### src/openpgp_packet_stream_scanner_top_defines.svh
// assertion macros for the openpgp packet stream scanner
`ifndef OPENPGP_PACKET_STREAM_SCANNER_TOP_DEFINES_SVH
`define OPENPGP_PACKET_STREAM_SCANNER_TOP_DEFINES_SVH
`ifndef NO_ASSERTIONS
// condition holds at every clock edge out of reset
`define PGPSS_ASSERT_ALWAYS(label, cond, msg) \
  label: assert property (@(posedge clk) disable iff (!rst_n) (cond)) else $error(msg);
// antecedent implies consequent in the same cycle
`define PGPSS_ASSERT_IMPLY(label, ante, cons, msg) \
  label: assert property (@(posedge clk) disable iff (!rst_n) (ante) |-> (cons)) else $error(msg);
`else
`define PGPSS_ASSERT_ALWAYS(label, cond, msg)
`define PGPSS_ASSERT_IMPLY(label, ante, cons, msg)
`endif
`endif

### src/pgpss_pkg.sv
// shared types and constants of the openpgp packet stream scanner
`default_nettype none
package pgpss_pkg;

  // widths
  localparam int KEY_LENGTH_BITS = 24;
  localparam int CFG_W           = 24;
  localparam int TAG_W           = 6;
  localparam int LEN_W           = 32;
  localparam int END_W           = 33;
  localparam int STATUS_W        = 2;
  localparam int LBL_W           = 3;
  localparam int SEEN_W          = 3;

  // status codes
  localparam logic [STATUS_W-1:0] ST_OK      = 2'd0;
  localparam logic [STATUS_W-1:0] ST_BAD_NEW = 2'd1;
  localparam logic [STATUS_W-1:0] ST_BAD_OLD = 2'd2;

  // packet tags of interest
  localparam logic [TAG_W-1:0] TAG_SIGNATURE  = 6'd2;
  localparam logic [TAG_W-1:0] TAG_PUBLIC_KEY = 6'd6;
  localparam logic [TAG_W-1:0] TAG_USER_ID    = 6'd13;

  // seen flag positions
  localparam int SEEN_PUBKEY = 0;
  localparam int SEEN_USERID = 1;
  localparam int SEEN_SIG    = 2;

  // header byte fields and length byte thresholds
  localparam int          NEW_FMT_BIT     = 6;
  localparam logic [1:0]  OLD_LEN_ONE     = 2'd0;
  localparam logic [1:0]  OLD_LEN_TWO     = 2'd1;
  localparam logic [1:0]  OLD_LEN_FOUR    = 2'd2;
  localparam logic [1:0]  OLD_LEN_INDEF   = 2'd3;
  localparam logic [7:0]  LEN_TWO_START   = 8'd192;
  localparam logic [7:0]  LEN_PART_START  = 8'd224;
  localparam logic [7:0]  LEN_FIVE_MARK   = 8'hFF;
  localparam logic [LBL_W-1:0] LBL_ONE    = 3'd1;
  localparam logic [LBL_W-1:0] LBL_TWO    = 3'd2;
  localparam logic [LBL_W-1:0] LBL_FOUR   = 3'd4;
  localparam logic [KEY_LENGTH_BITS-1:0] OFFSET_MAX = {KEY_LENGTH_BITS{1'b1}};

  // parser phase
  typedef enum logic [2:0] {
    PH_HEADER = 3'd0,
    PH_NEWLEN = 3'd1,
    PH_TWO    = 3'd2,
    PH_MULTI  = 3'd3,
    PH_BODY   = 3'd4,
    PH_HALT   = 3'd5
  } phase_t;

  // word held in the input register
  typedef struct packed {
    logic       valid;
    logic [7:0] data_byte;
    logic       first_byte;
  } item_t;

  // result word
  typedef struct packed {
    logic [TAG_W-1:0]    hdr_tag;
    logic [LEN_W-1:0]    body_len;
    logic [END_W-1:0]    packet_end;
    logic                key_done;
    logic [STATUS_W-1:0] status;
  } result_t;

  // result toward the output register
  typedef struct packed {
    logic    valid;
    result_t word;
  } res_t;

endpackage
`default_nettype wire

### src/pgpss_if.sv
// valid/ready channel interfaces for input bytes and result words
`default_nettype none
interface pgpss_in_if;
  import pgpss_pkg::*;
  logic       valid;
  logic       ready;
  logic [7:0] data_byte;
  logic       first_byte;
  modport source (output valid, output data_byte, output first_byte, input ready);
  modport sink   (input valid, input data_byte, input first_byte, output ready);
endinterface

interface pgpss_out_if;
  import pgpss_pkg::*;
  logic                valid;
  logic                ready;
  logic [TAG_W-1:0]    hdr_tag;
  logic [LEN_W-1:0]    body_len;
  logic [END_W-1:0]    packet_end;
  logic                key_done;
  logic [STATUS_W-1:0] status;
  modport source (output valid, output hdr_tag, output body_len,
                  output packet_end, output key_done, output status, input ready);
  modport sink   (input valid, input hdr_tag, input body_len,
                  input packet_end, input key_done, input status, output ready);
endinterface
`default_nettype wire

### src/pgpss_in_stage.sv
// input register holding one byte word ahead of the parser
`default_nettype none
module pgpss_in_stage (
  input  wire              clk,
  input  wire              rst_n,
  pgpss_in_if.sink         in_ch,
  input  wire              take_i,
  output pgpss_pkg::item_t item_o
);
  import pgpss_pkg::*;

  logic       valid_r, valid_nxt;
  logic [7:0] byte_r;
  logic       first_r;
  logic       accept;

  // free when empty or when the parser takes the held word
  assign in_ch.ready = !valid_r || take_i;
  assign accept      = in_ch.valid && in_ch.ready;

  // occupancy
  always_comb begin
    valid_nxt = valid_r;
    if (accept) begin
      valid_nxt = 1'b1;
    end else if (take_i) begin
      valid_nxt = 1'b0;
    end
  end

  always_ff @(posedge clk) begin
    if (!rst_n) begin
      valid_r <= 1'b0;
    end else begin
      valid_r <= valid_nxt;
    end
  end

  // payload, no reset
  always_ff @(posedge clk) begin
    if (accept) begin
      byte_r  <= in_ch.data_byte;
      first_r <= in_ch.first_byte;
    end
  end

  assign item_o = '{valid: valid_r, data_byte: byte_r, first_byte: first_r};

endmodule
`default_nettype wire

### src/pgpss_parser.sv
// header decode state machine, body skip and key completion tracking
`default_nettype none
module pgpss_parser (
  input  wire                          clk,
  input  wire                          rst_n,
  input  wire                          cfg_we,
  input  wire [pgpss_pkg::CFG_W-1:0]   cfg_wdata,
  input  wire pgpss_pkg::item_t        item_i,
  input  wire                          take_i,
  output pgpss_pkg::res_t              res_o
);
  import pgpss_pkg::*;

  // registers
  logic [CFG_W-1:0]           buf_len_r;
  phase_t                     phase_r, phase_nxt;
  logic [KEY_LENGTH_BITS-1:0] off_r, off_nxt;
  logic [LBL_W-1:0]           lbl_r, lbl_nxt;
  logic [LEN_W-1:0]           acc_r, acc_nxt;
  logic [7:0]                 flb_r, flb_nxt;
  logic [TAG_W-1:0]           tag_r, tag_nxt;
  logic [LEN_W-1:0]           body_r, body_nxt;
  logic [SEEN_W-1:0]          seen_r, seen_nxt;

  // state after an optional first-byte clear
  phase_t                     ph_e;
  logic [KEY_LENGTH_BITS-1:0] off_e, off_inc;
  logic [LBL_W-1:0]           lbl_e, lbl_dec;
  logic [LEN_W-1:0]           acc_e, body_e, body_dec;
  logic [7:0]                 flb_e, b;
  logic [TAG_W-1:0]           tag_e;
  logic [SEEN_W-1:0]          seen_e, seen_fin;

  // decode results
  phase_t                     ph_dec;
  logic                       fin, err, halted, fire, done;
  logic [STATUS_W-1:0]        err_code;
  logic [END_W-1:0]           end_sum;

  assign fire = item_i.valid && take_i;
  assign b    = item_i.data_byte;

  // first byte of a key clears everything
  always_comb begin
    if (item_i.first_byte) begin
      ph_e   = PH_HEADER;
      off_e  = '0;
      lbl_e  = '0;
      acc_e  = '0;
      flb_e  = '0;
      tag_e  = '0;
      body_e = '0;
      seen_e = '0;
    end else begin
      ph_e   = phase_r;
      off_e  = off_r;
      lbl_e  = lbl_r;
      acc_e  = acc_r;
      flb_e  = flb_r;
      tag_e  = tag_r;
      body_e = body_r;
      seen_e = seen_r;
    end
  end

  // saturating offset and down counters
  assign halted   = !(ph_e == PH_HEADER || ph_e == PH_NEWLEN || ph_e == PH_TWO ||
                      ph_e == PH_MULTI || ph_e == PH_BODY);
  assign off_inc  = (off_e < OFFSET_MAX) ? off_e + 1'b1 : off_e;
  assign lbl_dec  = (lbl_e != '0) ? lbl_e - 1'b1 : lbl_e;
  assign body_dec = (body_e != '0) ? body_e - 1'b1 : body_e;

  // per-phase byte decode
  always_comb begin
    ph_dec   = ph_e;
    lbl_nxt  = lbl_e;
    acc_nxt  = acc_e;
    flb_nxt  = flb_e;
    tag_nxt  = tag_e;
    body_nxt = body_e;
    fin      = 1'b0;
    err      = 1'b0;
    err_code = ST_OK;
    unique case (ph_e)
      PH_HEADER: begin
        if (b[NEW_FMT_BIT]) begin
          tag_nxt = b[TAG_W-1:0];
          ph_dec  = PH_NEWLEN;
        end else begin
          tag_nxt = {2'b00, b[5:2]};
          case (b[1:0])
            OLD_LEN_ONE:  lbl_nxt = LBL_ONE;
            OLD_LEN_TWO:  lbl_nxt = LBL_TWO;
            OLD_LEN_FOUR: lbl_nxt = LBL_FOUR;
            default:      lbl_nxt = lbl_e;
          endcase
          if (b[1:0] == OLD_LEN_INDEF) begin
            err      = 1'b1;
            err_code = ST_BAD_OLD;
          end else begin
            acc_nxt = '0;
            ph_dec  = PH_MULTI;
          end
        end
      end
      PH_NEWLEN: begin
        if (b < LEN_TWO_START) begin
          acc_nxt = LEN_W'(b);
          fin     = 1'b1;
        end else if (b < LEN_PART_START) begin
          flb_nxt = b;
          ph_dec  = PH_TWO;
        end else if (b == LEN_FIVE_MARK) begin
          acc_nxt = '0;
          lbl_nxt = LBL_FOUR;
          ph_dec  = PH_MULTI;
        end else begin
          err      = 1'b1;
          err_code = ST_BAD_NEW;
        end
      end
      PH_TWO: begin
        acc_nxt = ((LEN_W'(flb_e) - LEN_W'(LEN_TWO_START)) << 8) + LEN_W'(b)
                  + LEN_W'(LEN_TWO_START);
        fin     = 1'b1;
      end
      PH_MULTI: begin
        acc_nxt = {acc_e[LEN_W-9:0], b};
        lbl_nxt = lbl_dec;
        fin     = (lbl_dec == '0);
      end
      PH_BODY: begin
        body_nxt = body_dec;
        if (body_dec == '0) begin
          ph_dec = PH_HEADER;
        end
      end
      default: begin
        ph_dec = ph_e;
      end
    endcase
  end

  // header completion: end offset, seen flags, key done
  assign end_sum = END_W'(off_inc) + END_W'(acc_nxt);

  always_comb begin
    seen_fin = seen_e;
    if (tag_nxt == TAG_PUBLIC_KEY) seen_fin[SEEN_PUBKEY] = 1'b1;
    if (tag_nxt == TAG_USER_ID)    seen_fin[SEEN_USERID] = 1'b1;
    if (tag_nxt == TAG_SIGNATURE)  seen_fin[SEEN_SIG]    = 1'b1;
  end

  assign done = (seen_fin == {SEEN_W{1'b1}}) || (end_sum >= END_W'(buf_len_r));

  // next state
  always_comb begin
    phase_nxt = ph_dec;
    off_nxt   = halted ? off_e : off_inc;
    seen_nxt  = seen_e;
    if (err) begin
      phase_nxt = PH_HALT;
    end else if (fin) begin
      seen_nxt = seen_fin;
      if (done) begin
        phase_nxt = PH_HALT;
      end else if (acc_nxt == '0) begin
        phase_nxt = PH_HEADER;
      end else begin
        phase_nxt = PH_BODY;
      end
    end
  end

  // result word
  always_comb begin
    res_o.valid           = fire && (fin || err);
    res_o.word.hdr_tag    = tag_nxt;
    res_o.word.body_len   = err ? '0 : acc_nxt;
    res_o.word.packet_end = err ? '0 : end_sum;
    res_o.word.key_done   = !err && done;
    res_o.word.status     = err ? err_code : ST_OK;
  end

  // configuration register
  always_ff @(posedge clk) begin
    if (!rst_n) begin
      buf_len_r <= '0;
    end else if (cfg_we) begin
      buf_len_r <= cfg_wdata;
    end
  end

  // parser state
  always_ff @(posedge clk) begin
    if (!rst_n) begin
      phase_r <= PH_HEADER;
      off_r   <= '0;
      lbl_r   <= '0;
      acc_r   <= '0;
      flb_r   <= '0;
      tag_r   <= '0;
      body_r  <= '0;
      seen_r  <= '0;
    end else if (fire) begin
      phase_r <= phase_nxt;
      off_r   <= off_nxt;
      lbl_r   <= lbl_nxt;
      acc_r   <= acc_nxt;
      flb_r   <= flb_nxt;
      tag_r   <= tag_nxt;
      body_r  <= (fin && !err) ? acc_nxt : body_nxt;
      seen_r  <= seen_nxt;
    end
  end

endmodule
`default_nettype wire

### src/pgpss_out_stage.sv
// output register presenting result words to the receiver
`default_nettype none
module pgpss_out_stage (
  input  wire                  clk,
  input  wire                  rst_n,
  input  wire pgpss_pkg::res_t res_i,
  output logic                 take_o,
  pgpss_out_if.source          out_ch
);
  import pgpss_pkg::*;

  logic    valid_r;
  result_t word_r;

  // register is free when empty or being drained
  assign take_o = !valid_r || out_ch.ready;

  always_ff @(posedge clk) begin
    if (!rst_n) begin
      valid_r <= 1'b0;
    end else if (take_o) begin
      valid_r <= res_i.valid;
    end
  end

  // payload, no reset
  always_ff @(posedge clk) begin
    if (take_o && res_i.valid) begin
      word_r <= res_i.word;
    end
  end

  assign out_ch.valid      = valid_r;
  assign out_ch.hdr_tag    = word_r.hdr_tag;
  assign out_ch.body_len   = word_r.body_len;
  assign out_ch.packet_end = word_r.packet_end;
  assign out_ch.key_done   = word_r.key_done;
  assign out_ch.status     = word_r.status;

endmodule
`default_nettype wire

### src/openpgp_packet_stream_scanner_top.sv
// OpenPGP packet stream scanner: binary key bytes in, one word per packet header out.
// in_ch carries one key byte per word, with first_byte marking the start of a new key;
// first_byte clears all scan state before the byte is decoded as a header byte.
// out_ch carries one word per completed header (tag, body length, end offset, key_done)
// or per malformed length (status nonzero, then the scanner ignores bytes until the
// next first_byte). Bytes inside headers that do not complete and body bytes give no word.
// cfg_we/cfg_wdata load buffer_length; write it only while the scanner is idle.
// A byte accepted from in_ch is held in the input register and decoded by the parser,
// and its result word is then registered in the output register.
// Throughput: one byte per cycle while the receiver takes words, bound by the single
// decode step between the input register and the output register.
// When the receiver stalls, the output register holds its word, the input register
// keeps one byte, and in_ch.ready drops once both are full.
// Reset (rst_n low, synchronous) empties both registers, clears buffer_length and
// returns the parser to waiting for a header byte.
`default_nettype none
`include "openpgp_packet_stream_scanner_top_defines.svh"
module openpgp_packet_stream_scanner_top (
  input  wire                        clk,
  input  wire                        rst_n,
  pgpss_in_if.sink                   in_ch,
  pgpss_out_if.source                out_ch,
  input  wire                        cfg_we,
  input  wire [pgpss_pkg::CFG_W-1:0] cfg_wdata
);
  import pgpss_pkg::*;

  item_t item;
  res_t  res;
  logic  take;
  logic  err_word, ok_word, err_clean, end_past;

  // input register
  pgpss_in_stage u_in (
    .clk    (clk),
    .rst_n  (rst_n),
    .in_ch  (in_ch),
    .take_i (take),
    .item_o (item)
  );

  // decode and state
  pgpss_parser u_parser (
    .clk       (clk),
    .rst_n     (rst_n),
    .cfg_we    (cfg_we),
    .cfg_wdata (cfg_wdata),
    .item_i    (item),
    .take_i    (take),
    .res_o     (res)
  );

  // output register
  pgpss_out_stage u_out (
    .clk    (clk),
    .rst_n  (rst_n),
    .res_i  (res),
    .take_o (take),
    .out_ch (out_ch)
  );

  // terms watched by the checks below
  assign err_word  = out_ch.valid && out_ch.status != ST_OK;
  assign ok_word   = out_ch.valid && out_ch.status == ST_OK;
  assign err_clean = out_ch.body_len == '0 && out_ch.packet_end == '0 && !out_ch.key_done;
  assign end_past  = out_ch.packet_end > END_W'(out_ch.body_len);

  // error words carry no length information
  `PGPSS_ASSERT_IMPLY(a_err_zero, err_word, err_clean, "error word with nonzero length fields")
  // a complete header always ends past its own body length
  `PGPSS_ASSERT_IMPLY(a_end_past_len, ok_word, end_past, "packet end not past body length")
  // a held byte that cannot advance blocks new input
  `PGPSS_ASSERT_IMPLY(a_in_blocked, item.valid && !take, !in_ch.ready, "input over a stall")

endmodule
`default_nettype wire
### src/flat_wrapper.sv
// flat-port wrapper written by rule: the top's interface ports become plain ports
module openpgp_packet_stream_scanner_top_flat import pgpss_pkg::*;
  (clk, rst_n, cfg_we, cfg_wdata, in_ch_valid, in_ch_data_byte, in_ch_first_byte, in_ch_ready, out_ch_valid, out_ch_hdr_tag, out_ch_body_len, out_ch_packet_end, out_ch_key_done, out_ch_status, out_ch_ready);
  pgpss_in_if in_ch_i ();
  pgpss_out_if out_ch_i ();
  input  wire clk;
  input  wire rst_n;
  input  wire cfg_we;
  input  wire [pgpss_pkg::CFG_W-1:0] cfg_wdata;
  input wire logic [$bits(in_ch_i.valid)-1:0] in_ch_valid;
  input wire logic [$bits(in_ch_i.data_byte)-1:0] in_ch_data_byte;
  input wire logic [$bits(in_ch_i.first_byte)-1:0] in_ch_first_byte;
  output wire logic [$bits(in_ch_i.ready)-1:0] in_ch_ready;
  output wire logic [$bits(out_ch_i.valid)-1:0] out_ch_valid;
  output wire logic [$bits(out_ch_i.hdr_tag)-1:0] out_ch_hdr_tag;
  output wire logic [$bits(out_ch_i.body_len)-1:0] out_ch_body_len;
  output wire logic [$bits(out_ch_i.packet_end)-1:0] out_ch_packet_end;
  output wire logic [$bits(out_ch_i.key_done)-1:0] out_ch_key_done;
  output wire logic [$bits(out_ch_i.status)-1:0] out_ch_status;
  input wire logic [$bits(out_ch_i.ready)-1:0] out_ch_ready;
  assign in_ch_i.valid = in_ch_valid;
  assign in_ch_i.data_byte = in_ch_data_byte;
  assign in_ch_i.first_byte = in_ch_first_byte;
  assign in_ch_ready = in_ch_i.ready;
  assign out_ch_valid = out_ch_i.valid;
  assign out_ch_hdr_tag = out_ch_i.hdr_tag;
  assign out_ch_body_len = out_ch_i.body_len;
  assign out_ch_packet_end = out_ch_i.packet_end;
  assign out_ch_key_done = out_ch_i.key_done;
  assign out_ch_status = out_ch_i.status;
  assign out_ch_i.ready = out_ch_ready;
  openpgp_packet_stream_scanner_top u_core (.clk(clk), .rst_n(rst_n), .in_ch(in_ch_i), .out_ch(out_ch_i), .cfg_we(cfg_we), .cfg_wdata(cfg_wdata));
endmodule
### config.mk
export PLATFORM = sky130hd
export DESIGN_NAME = openpgp_packet_stream_scanner_top_flat
export DESIGN_NICKNAME = d
export VERILOG_FILES = /design/src/pgpss_pkg.sv /design/src/pgpss_if.sv /design/src/pgpss_in_stage.sv /design/src/pgpss_parser.sv /design/src/pgpss_out_stage.sv /design/src/openpgp_packet_stream_scanner_top.sv /design/src/flat_wrapper.sv
export VERILOG_INCLUDE_DIRS = /design/src /design/src/src
export SDC_FILE = /design/constraint.sdc
export NUM_CORES = 1
export LEC_CHECK = 0
export BUFFER_PORTS_ARGS = -buffer_cell sky130_fd_sc_hd__buf_2
export CAP_MARGIN = 20
export CORE_MARGIN = 2
export CORE_UTILIZATION = 45
export CTS_CLUSTER_SIZE = 28
export DETAILED_ROUTE_END_ITERATION = 8
export PLACE_DENSITY = 0.71
export SLEW_MARGIN = 20
export SYNTH_ARGS = -nofsm -noshare
export SYNTH_HDL_FRONTEND = slang
export SYNTH_SLANG_ARGS = --single-unit
### constraint.sdc
create_clock -name clk -period 10.2 [get_ports clk]
set_input_delay 1.02 -clock clk [delete_from_list [all_inputs] [get_ports clk]]
set_output_delay 1.02 -clock clk [all_outputs]
set_load 0.03 [all_outputs]
## Yosys cells after proc, flatten, opt, wreduce, memory -nomap -nowiden

Cells that the tools add are included.

- Output and inout port bits: 76
- Bits of input ports: 38
- Word-level logic and storage cells: 129
- Register bits: 220

- Add/sub/neg operators: 7
- Magnitude comparators: 4
- Muxes and demuxes: 63
- Eq/ne operators: 12
- Reductions and logical operators: 25

Operators by type and width:

| cell | count |
|---|---|
| $mux 32 | 10 |
| $pmux 32 s4 | 1 |
| $mux 24 | 3 |
| $logic_not 32->1 | 2 |
| $mux 3 | 20 |
| $add 24x32->33 | 1 |
| $ge 33x24->1 | 1 |
| $mux 8 | 4 |
| $reduce_bool 32->1 | 1 |
| $sub 32x1->32 const B | 1 |
| $pmux 3 s3 | 3 |
| $add 24x1->24 const B | 1 |
| $lt 24x24->1 const B | 1 |
| $add 18x9->19 const B | 1 |
| $add 17x9->18 | 1 |
| $mux 6 | 3 |
| $lt 8x8->1 const B | 2 |
| $mux 1 | 14 |
| $sub 8x8->9 const B | 1 |
| $eq 8x8->1 const B | 1 |
| $logic_or 1x1->1 | 8 |
| $eq 3x2->1 const B | 2 |
| $eq 3x3->1 const B | 2 |
| $eq 6x2->1 const B | 1 |
| other kinds (16) | 26 |

## Longest topological paths before layout

Gate-level depths: netlist (run 1).

- Depth after elaboration: 11
- Gate-level depth with buffers: 36
- Depth with buffers taken out: 29

## Hierarchy

Synthesis (run 1) repeated with hierarchy kept, for this count alone.

- Cell total of the unflattened synthesis: 1663
- Area total of the unflattened synthesis: 13935.9 um^2

By module, submodules not included:

| module | cells each | area each (um^2) | seq. area each (um^2) | instances |
|---|---|---|---|---|
| pgpss_parser | 1568 | 11313.4 | 2702.6 | 1 |
| pgpss_out_stage | 79 | 2279.7 | 2242.2 | 1 |
| pgpss_in_stage | 16 | 342.8 | 290.3 | 1 |

## Worst setup path after synthesis (run 1)

OpenSTA, ideal clock, no wires.

- Kind: register -> register
- Start point: reg u_core.u_in.first_r
- End point: reg u_core.u_parser.phase_r[2]
- Buffers on the path: 8
- Setup slack: 3.042 ns
- Arrival: 7.024 ns
- Cell stages (with the launch flop): 35
- Clock period less this slack: 7.158 ns
- Required time: 10.066 ns
- Path through: edfxtp_1 clkbuf_1 clkbuf_1 clkbuf_1 clkbuf_1 clkbuf_1 clkbuf_1 clkbuf_1 nor2b_1 ha_1 and3_1 nand4_1 clkbuf_1 and4_1 nand3_1 xor2_1 nor2_1 ha_1 a21oi_1 nand2_1 o21a_1 nand2_1 nand3_1 o31ai_1 o21ai_0 a31oi_1 xnor2_1 ha_1 a211oi_1 o211ai_1 o221ai_1 nand4_1 nand4b_1 nor4_2 nor4_1

- Cells in the longest elaborated chain, start to end: 11

RTL lines:

| what | line | source |
|---|---|---|
| start, declared | pgpss_in_stage.sv:14 | `logic first_r;` |
| start signal, assigned | pgpss_in_stage.sv:43 | `first_r <= in_ch.first_byte;` |
| $mux 8 or $mux 32 (tied branches) | pgpss_parser.sv:45 | `if (item_i.first_byte) begin` |
| $sub 8x8->9 or $mux 32 (tied branches) | pgpss_parser.sv:123, pgpss_parser.sv:113 |  |
| $add 17x9->18 or $mux 32 (tied branches) | pgpss_parser.sv:123, pgpss_parser.sv:110 |  |
| $add 18x9->19 or $mux 32 (tied branches) | pgpss_parser.sv:124, pgpss_parser.sv:107 |  |
| $pmux 32 s4 | pgpss_parser.sv:84 | `unique case (ph_e)` |
| $add 24x32->33 (*) | pgpss_parser.sv:145 | `assign end_sum = END_W'(off_inc) + END_W'(acc_nxt);` |
| named net u_core.u_parser.end_sum[22] | pgpss_parser.sv:38 | `logic [END_W-1:0] end_sum;` |
| $ge 33x24->1 (*) | pgpss_parser.sv:154 | `assign done = (seen_fin == {SEEN_W{1'b1}}) \|\| (end_sum >= END_W'(buf_len_r));` |
| $logic_or 1x1->1 (*) | pgpss_parser.sv:154 |  |
| $mux 3 (*) | pgpss_parser.sv:165 | `if (done) begin` |
| $mux 3 (*) | pgpss_parser.sv:163 | `end else if (fin) begin` |
| $mux 3 (*) | pgpss_parser.sv:161 | `if (err) begin` |
| end signal, assigned | pgpss_parser.sv:206 | `phase_r <= phase_nxt;` |
| end, declared | pgpss_parser.sv:16 | `phase_t phase_r, phase_nxt;` |

Mark *: on every way through the listed nets, which the timed path passes. The rest lies on a longest branch.
A chain may end at the register's enable or synchronous reset.

## Worst setup path in the final report (run 1)

- Start point: reg u_core.u_in.byte_r[6]
- End point: reg u_core.u_parser.phase_r[2]

- Cells in the longest elaborated chain, start to end: 11

RTL lines:

| what | line | source |
|---|---|---|
| start, declared | pgpss_in_stage.sv:13 | `logic [7:0] byte_r;` |
| start signal, assigned | pgpss_in_stage.sv:42 | `byte_r <= in_ch.data_byte;` |
| parallel branches: the longest is 4 deep, another holds $add 18x9->19 | n/a |  |
| $pmux 32 s4 (*) | pgpss_parser.sv:84 |  |
| named net u_core.u_parser.acc_nxt[8] | pgpss_parser.sv:19 | `logic [LEN_W-1:0] acc_r, acc_nxt;` |
| $add 24x32->33 (*) | pgpss_parser.sv:145 |  |
| named net u_core.u_parser.end_sum[21] | pgpss_parser.sv:38 |  |
| $ge 33x24->1 (*) | pgpss_parser.sv:154 |  |
| $logic_or 1x1->1 (*) | pgpss_parser.sv:154 |  |
| $mux 3 (*) | pgpss_parser.sv:165 |  |
| $mux 3 (*) | pgpss_parser.sv:163 |  |
| $mux 3 (*) | pgpss_parser.sv:161 |  |

Mark *: on every way through the listed nets, which the timed path passes.

==> results_dict.tcl, run 1 <==
set metrics [dict create \
    tns_ps 0 \
    syn-cell-area_sq_um 13800 \
    fin_crit_sh 0.687 \
    grt_pass1_vias 11911 \
    critPathMaxStageDelay_ps 780 \
    synth_most_common_cell "nor2_1" \
    min_path_type "flop to flop" \
    cts.sinks 220 \
    clkTransAtPathRegs_ps 60 \
    drc 0 \
    post-route-min-period_ps 7010 \
    synth_compound_area_frac 0.216 \
    cp_top_family "compound AO/OA/AOI/OAI gates" \
    cp_common_cell "ha_1" \
    dpl.hpwl_mm 31.2 \
    rsz0062_at_grt "no" \
    arrival_ps 7380 \
    yosysSeqAreaShare 0.380 \
    synth_xor_area_frac 0.0394 \
    ios 114 \
    fin_nets 1843 \
    dpl-instance-area_sq_um 14600 \
    postSynthAreaPerCell_sq_um 8.14 \
    overflow 0 \
    die_h_um 179 \
    drt_iter0_drc 1736 \
    cts-root-buf "clkbuf_16" \
    synth_top_area_cell "dfxtp_1" \
    synth_simple_gate_area_frac 0.230 \
    wl_per_cell_um 20.1 \
    fmax_ghz 0.143 \
    route.final.wire_length_mm 43.5 \
    antenna_found_initial 0 \
    h-tree-depth 1 \
    vias 13386 \
    grt_max_degree 90 \
    finalHoldViolCount 0 \
    worstPathRequired_ps 10580 \
    ys_types 73 \
    cp-start-kind "flop" \
    place.gp.congestion 0.950 \
    yosys_register_bits 220 \
    cts_tree "yes" \
    drt_first_pass_iters 8 \
    yosysWarnings 0 \
    synthTopCellsByCount "231 x nor2_1, 145 x nand2_1, 137 x dfxtp_1" \
    outcome "completed" \
    worst-path-buf-inv 1 \
    drtAntennaViolNets 0 \
    slew_violations 0 \
    drive_above_1_share 0.116 \
    synth_top_family_by_area "simple AND/OR/NAND/NOR gates" \
    start_util 0.454 \
    worstMarginPinSlew_ps 1050 \
    hold_ws_ps 479 \
    synth_ff_type "dfxtp_1" \
    critPathKind "flop to flop" \
    synthAdderAreaFrac 0.0541 \
    crit_path_end_kind "flop" \
    clock_latency_ps 550 \
    setup_viol 0 \
    grt_pass1_wl_mm 66.3 \
    synth_nets 1790 \
    async_reset_ff_frac 0 \
    relSlewSlack 0.298 \
    vias_per_cell 6.19 \
    cp_cell_sequence "ha_1 -> and4_1 -> and4_4 -> o21ai_4 -> and2_4 -> a222oi_1 -> inv_1 -> ha_1 -> a21o_1 -> a211oi_1 -> nand4_1 -> a21o_1 -> a31oi_1 -> o21bai_1 -> a21oi_1 -> xnor2_1 -> ha_1 -> a211oi_1 -> o211ai_1 -> o221ai_1 -> nand4_1 -> nand4b_1 -> nor4_2 -> nor4_1" \
    max-vdd-ir-drop_mv 0.117 \
    die_w_um 179 \
    core_area_sq_um 30300 \
    synth-edff-count 83 \
    cts_resized 0 \
    cts_buffers 25 \
    synthDominantCellAreaShare 0.199 \
    rows 64 \
    max-cap-violations 0 \
    synthCells 1693 \
    worst-path-max-fanout 28 \
    grt_use_total 0.263 \
    finalInstanceArea_sq_um 15400 \
    holdBufCountCts 0 \
    netlist_top_cells_area "dfxtp_1 20%, edfxtp_1 18%, nor2_1 6.3%" \
    power_density_nw_per_um2 149 \
    io_buffers 113 \
    p_leak_nw 6.00 \
    area_growth_pct 12.0 \
    cts_setup_buffers 0 \
    crit_slowest_cell "edfxtp_1" \
    synthMuxAreaShare 0.0277 \
    fin_skew_ps 28.4 \
    die_area_sq_um 32100 \
    cts_max_path_buffers 3 \
]
## cell usage in the layout (no fill, tap or decap), types with 29 or more instances in the layout
cell type	instances
buf_2	113
nor2_1	231
o21ai_0	102
edfxtp_1	83
dfxtp_1	137
nand3_1	33
xnor2_1	38
nand2_1	145
a211oi_1	47
ha_1	58
and2_1	29
mux2i_1	37
inv_1	77
a21oi_1	131
a22oi_1	29
nor3_1	57
## final timing paths
kind	slack [ps]	depth (start not counted)	end	start
min	480	2	u_core.u_parser.off_r[8]$_SDFFE_PN0P_	u_core.u_parser.off_r[8]$_SDFFE_PN0P_
max	3190	24	u_core.u_parser.phase_r[2]$_SDFFE_PN0P_	u_core.u_in.byte_r[6]$_DFFE_PP_
max reg2reg	3190	24	u_core.u_parser.phase_r[2]$_SDFFE_PN0P_	u_core.u_in.byte_r[6]$_DFFE_PP_
min reg2reg	480	2	u_core.u_parser.off_r[8]$_SDFFE_PN0P_	u_core.u_parser.off_r[8]$_SDFFE_PN0P_
## cell type report
type,count,area (sq um)
diodes,1,2.50
well taps,396,495
repair buffers,139,761
clock inverters,12,124
clock buffers,34,669
inverters,78,295
multi-input cells,1282,7860
fillers,2908,14900
flip-flops and latches,220,5240
## through the flow
step | power, mW | cells | util | setup WS (ps)
finish | 2.31 | 2162 | 0.509 | 3190
global route | 2.39 | 2161 | 0.509 | 2780
CTS | 2.30 | 2161 | 0.509 | 3330
detailed placement | 1.42 | 2115 | 0.482 | 3380
global placement | 1.42 | 2115 | 0.482 | 3580
floorplan | 1.29 | 1693 | - | 3040
## cell families (layout without fill, tap and decap cells)
| logic type | count (synthesis) | in the layout |
|---|---|---|
| XOR/XNOR | 62 | 62 |
| other | 0 | 1 |
| multiplexers | 38 | 38 |
| AO/OA/AOI/OAI | 465 | 465 |
| adder cells (fa/ha/maj) | 59 | 59 |
| buffers and inverters | 191 | 263 |
| flip-flops | 220 | 220 |
| AND/OR/NAND/NOR | 658 | 658 |
## report_power, final
part | switching [mW] | internal, mW
clock | 0.372 | 0.513
sequential | 0.0341 | 0.952
combinational | 0.297 | 0.139
## worst min-delay path: cells and delay by family, from the launching register on
| kind | cells | cell delay, ps |
|---|---|---|
| compound gates | 1 | 50 |
| flops | 1 | 320 |
| simple gates | 1 | 60 |
## state kept, by name, indices dropped and copies added, names as in the netlist
name	count
u_core.u_in.byte_r	8
u_core.u_in.first_r	1
u_core.u_in.valid_r	1
u_core.u_out.out_ch.body_len	32
u_core.u_out.out_ch.hdr_tag	6
u_core.u_out.out_ch.key_done	1
u_core.u_out.out_ch.packet_end	33
u_core.u_out.out_ch.status	2
u_core.u_out.out_ch.valid	1
u_core.u_parser.acc_r	32
u_core.u_parser.body_r	32
u_core.u_parser.buf_len_r	24
u_core.u_parser.flb_r	8
u_core.u_parser.lbl_r	3
u_core.u_parser.off_r	24
u_core.u_parser.phase_r	3
u_core.u_parser.seen_r	3
u_core.u_parser.tag_r	6
## routing by layer
metal / GRT usage / vias to the layer above / wire length [um]
met5: 0 / - / 0
met1: 0.365 / 6308 / 18100
li1: - / 6281 / -
met3: 0.0543 / 102 / 4590
met2: 0.409 / 695 / 19400
met4: 0.0820 / 0 / 1330
No activity file was read; power rests on OpenSTA's default activity.
==> run 2: changes to the inputs <==
==> constraint.sdc (replaced) <==
create_clock -name clk -period 6.8 [get_ports clk]
set_input_delay 0.68 -clock clk [delete_from_list [all_inputs] [get_ports clk]]
set_output_delay 0.68 -clock clk [all_outputs]
set_load 0.03 [all_outputs]
==> results_dict.tcl, run 2 (synthesis gave the netlist of run 1 again) <==
set metrics [dict create \
    rsz0062_at_grt "no" \
    whs_path_depth 1 \
    max-cap-violations 0 \
    dpl.hpwl_mm 31.4 \
    grt_use_total 0.266 \
    die_area_sq_um 32100 \
    worst-path-max-fanout 28 \
    max-vdd-ir-drop_mv 0.168 \
    fin_crit_sh 0.932 \
    preCtsSetupSlack_ps 612 \
    dpl-instance-area_sq_um 14800 \
    min_path_type "input port to flop" \
    drive_above_1_share 0.130 \
    place.gp.congestion 0.949 \
    internal-power_mw 2.48 \
    die_h_um 179 \
    hold_path.startpoint "in_ch_data_byte[2]" \
    arrival_ps 6730 \
    start_util 0.454 \
    post-route-min-period_ps 6340 \
    route.final.wire_length_mm 43.5 \
    clock_latency_ps 560 \
    r2r_slack_ps 460 \
    drt_iter0_drc 1703 \
    grt_pass1_wl_mm 67.4 \
    power.net_switching_mw 1.08 \
    final_util 0.518 \
    drc 0 \
    grt_pass1_vias 12068 \
    p_leak_nw 6.14 \
    setup_ws_ps 461 \
    hold_ws_ps 295 \
    swShare 0.303 \
    io_buffers 113 \
    rr_startpoint "u_core.u_in.byte_r[6]$_DFFE_PP_" \
    finalHoldViolCount 0 \
    outcome "completed" \
    crit_path_end_kind "flop" \
    finalInstanceArea_sq_um 15700 \
    rows 64 \
    clkTransAtPathRegs_ps 60 \
    area_growth_pct 13.9 \
    cts.sinks 220 \
    h-tree-depth 1 \
    antenna_found_initial 0 \
    critPathKind "flop to flop" \
    cts_tree "yes" \
    core_area_sq_um 30300 \
    die_w_um 179 \
    setup_viol 0 \
    cts-root-buf "clkbuf_16" \
    rr_worst_depth 25 \
    power_frac_clock 0.396 \
    fin_nets 1867 \
    final_common_cell "nor2_1" \
    wl_per_cell_um 19.9 \
    final_cell_mix "231 x nor2_1, 145 x nand2_1, 137 x dfxtp_1" \
    holdBufCountCts 0 \
    power_frac_comb 0.188 \
    drtAntennaViolNets 0 \
    grt_max_degree 82 \
    power_density_nw_per_um2 226 \
    worstSetupStartpoint "u_core.u_in.byte_r[6]$_DFFE_PP_" \
    timing.rr.end "u_core.u_parser.phase_r[2]$_SDFFE_PN0P_" \
    vias_per_cell 6.15 \
    cp-start-kind "flop" \
    drt_first_pass_iters 6 \
    holdPathEnd "u_core.u_in.byte_r[2]$_DFFE_PP_" \
    fmax_ghz 0.158 \
    antenna_cells 0 \
    overflow 0 \
    sequentialPowerShare 0.416 \
    ios 114 \
    fin_skew_ps 35.1 \
    slew_violations 0 \
    worstPathRequired_ps 7200 \
    vias 13442 \
    cts_buffers 26 \
    cts_max_path_buffers 3 \
    worstMarginPinSlew_ps 993 \
    largest_register_ffs 33 \
    relSlewSlack 0.333 \
]
## run 2: cell types whose count changed in the layout (fill, tap and decap cells not counted), sizes merged
cell / change
inv: -1
clkinv: +5
clkbuf: -4
clkinvlp: +1
bufinv: +1
buf: +23
diode: -1
## run 2: stage by stage
step	TNS [ps]	power, mW	std cells
after detailed placement	0	2.15	2137
after floorplan	-5.39	1.94	1693
after global placement	0	2.14	2137
after CTS	0	3.55	2185
after global routing	0	3.68	2186
final	0	3.55	2186
## run 2: how the worst max path moves through the flow
stage / to / slack (ps) / cells past startpoint
finish: u_core.u_parser.phase_r[2]$_SDFFE_PN0P_ / 460 / 25
global route: u_core.u_parser.phase_r[2]$_SDFFE_PN0P_ / 20 / 26
CTS: u_core.u_parser.phase_r[2]$_SDFFE_PN0P_ / 580 / 27
detailed placement: u_core.u_parser.phase_r[2]$_SDFFE_PN0P_ / 610 / 27
global placement: u_core.u_parser.phase_r[2]$_SDFFE_PN0P_ / 830 / 24
floorplan: u_core.u_parser.phase_r[2]$_SDFFE_PN0P_ / -5 / 34
## run 2: timing repair
item / CTS / global route
buffers inserted: 0 / 0
endpoints found under the setup margin: 0 / 1
resized for setup: 0 / 1
## run 2: power groups by stage
stage	clock [mW]	sequential, mW	combinational [mW]
after global placement	0	1.50	0.640
after detailed placement	0	1.50	0.648
after CTS	1.43	1.47	0.651
after floorplan	0	1.52	0.424
after global routing	1.47	1.48	0.726
final	1.41	1.48	0.668
## run 2: final cells by class
cell class	instances	area (sq um)
Clock buffer	30	676
Clock inverter	18	190
Fill cell	2854	14600
Inverter	78	295
Multi-Input combinational cell	1282	7860
Sequential cell	220	5240
Tap cell	396	495
Timing Repair Buffer	162	958
## run 2: worst max-delay path, stage by stage, from the launching register on
cell and delay, ps:
edfxtp_1 500, ha_1 330, and4_1 250, and4_4 220, o21ai_4 190, and2_4 380
a22oi_1 220, buf_4 250, fa_1 420, nor2b_1 180, o31a_1 220, o21a_1 230
nand2_1 70, nand3_1 120, o31ai_1 110, o21ai_0 300, a31oi_1 150, xnor2_1 220
ha_1 300, a211oi_1 220, o211ai_1 120, o221ai_1 170, nand4_1 230, nand4b_1 350
nor4_2 340, nor4_1 80
## run 2: per-layer routing
layer	part of all wire	track usage	up-vias
met5	0	0	-
met4	0.036	0.0972	0
met2	0.44	0.408	684
met3	0.10	0.0507	106
met1	0.43	0.371	6328
li1	-	-	6324
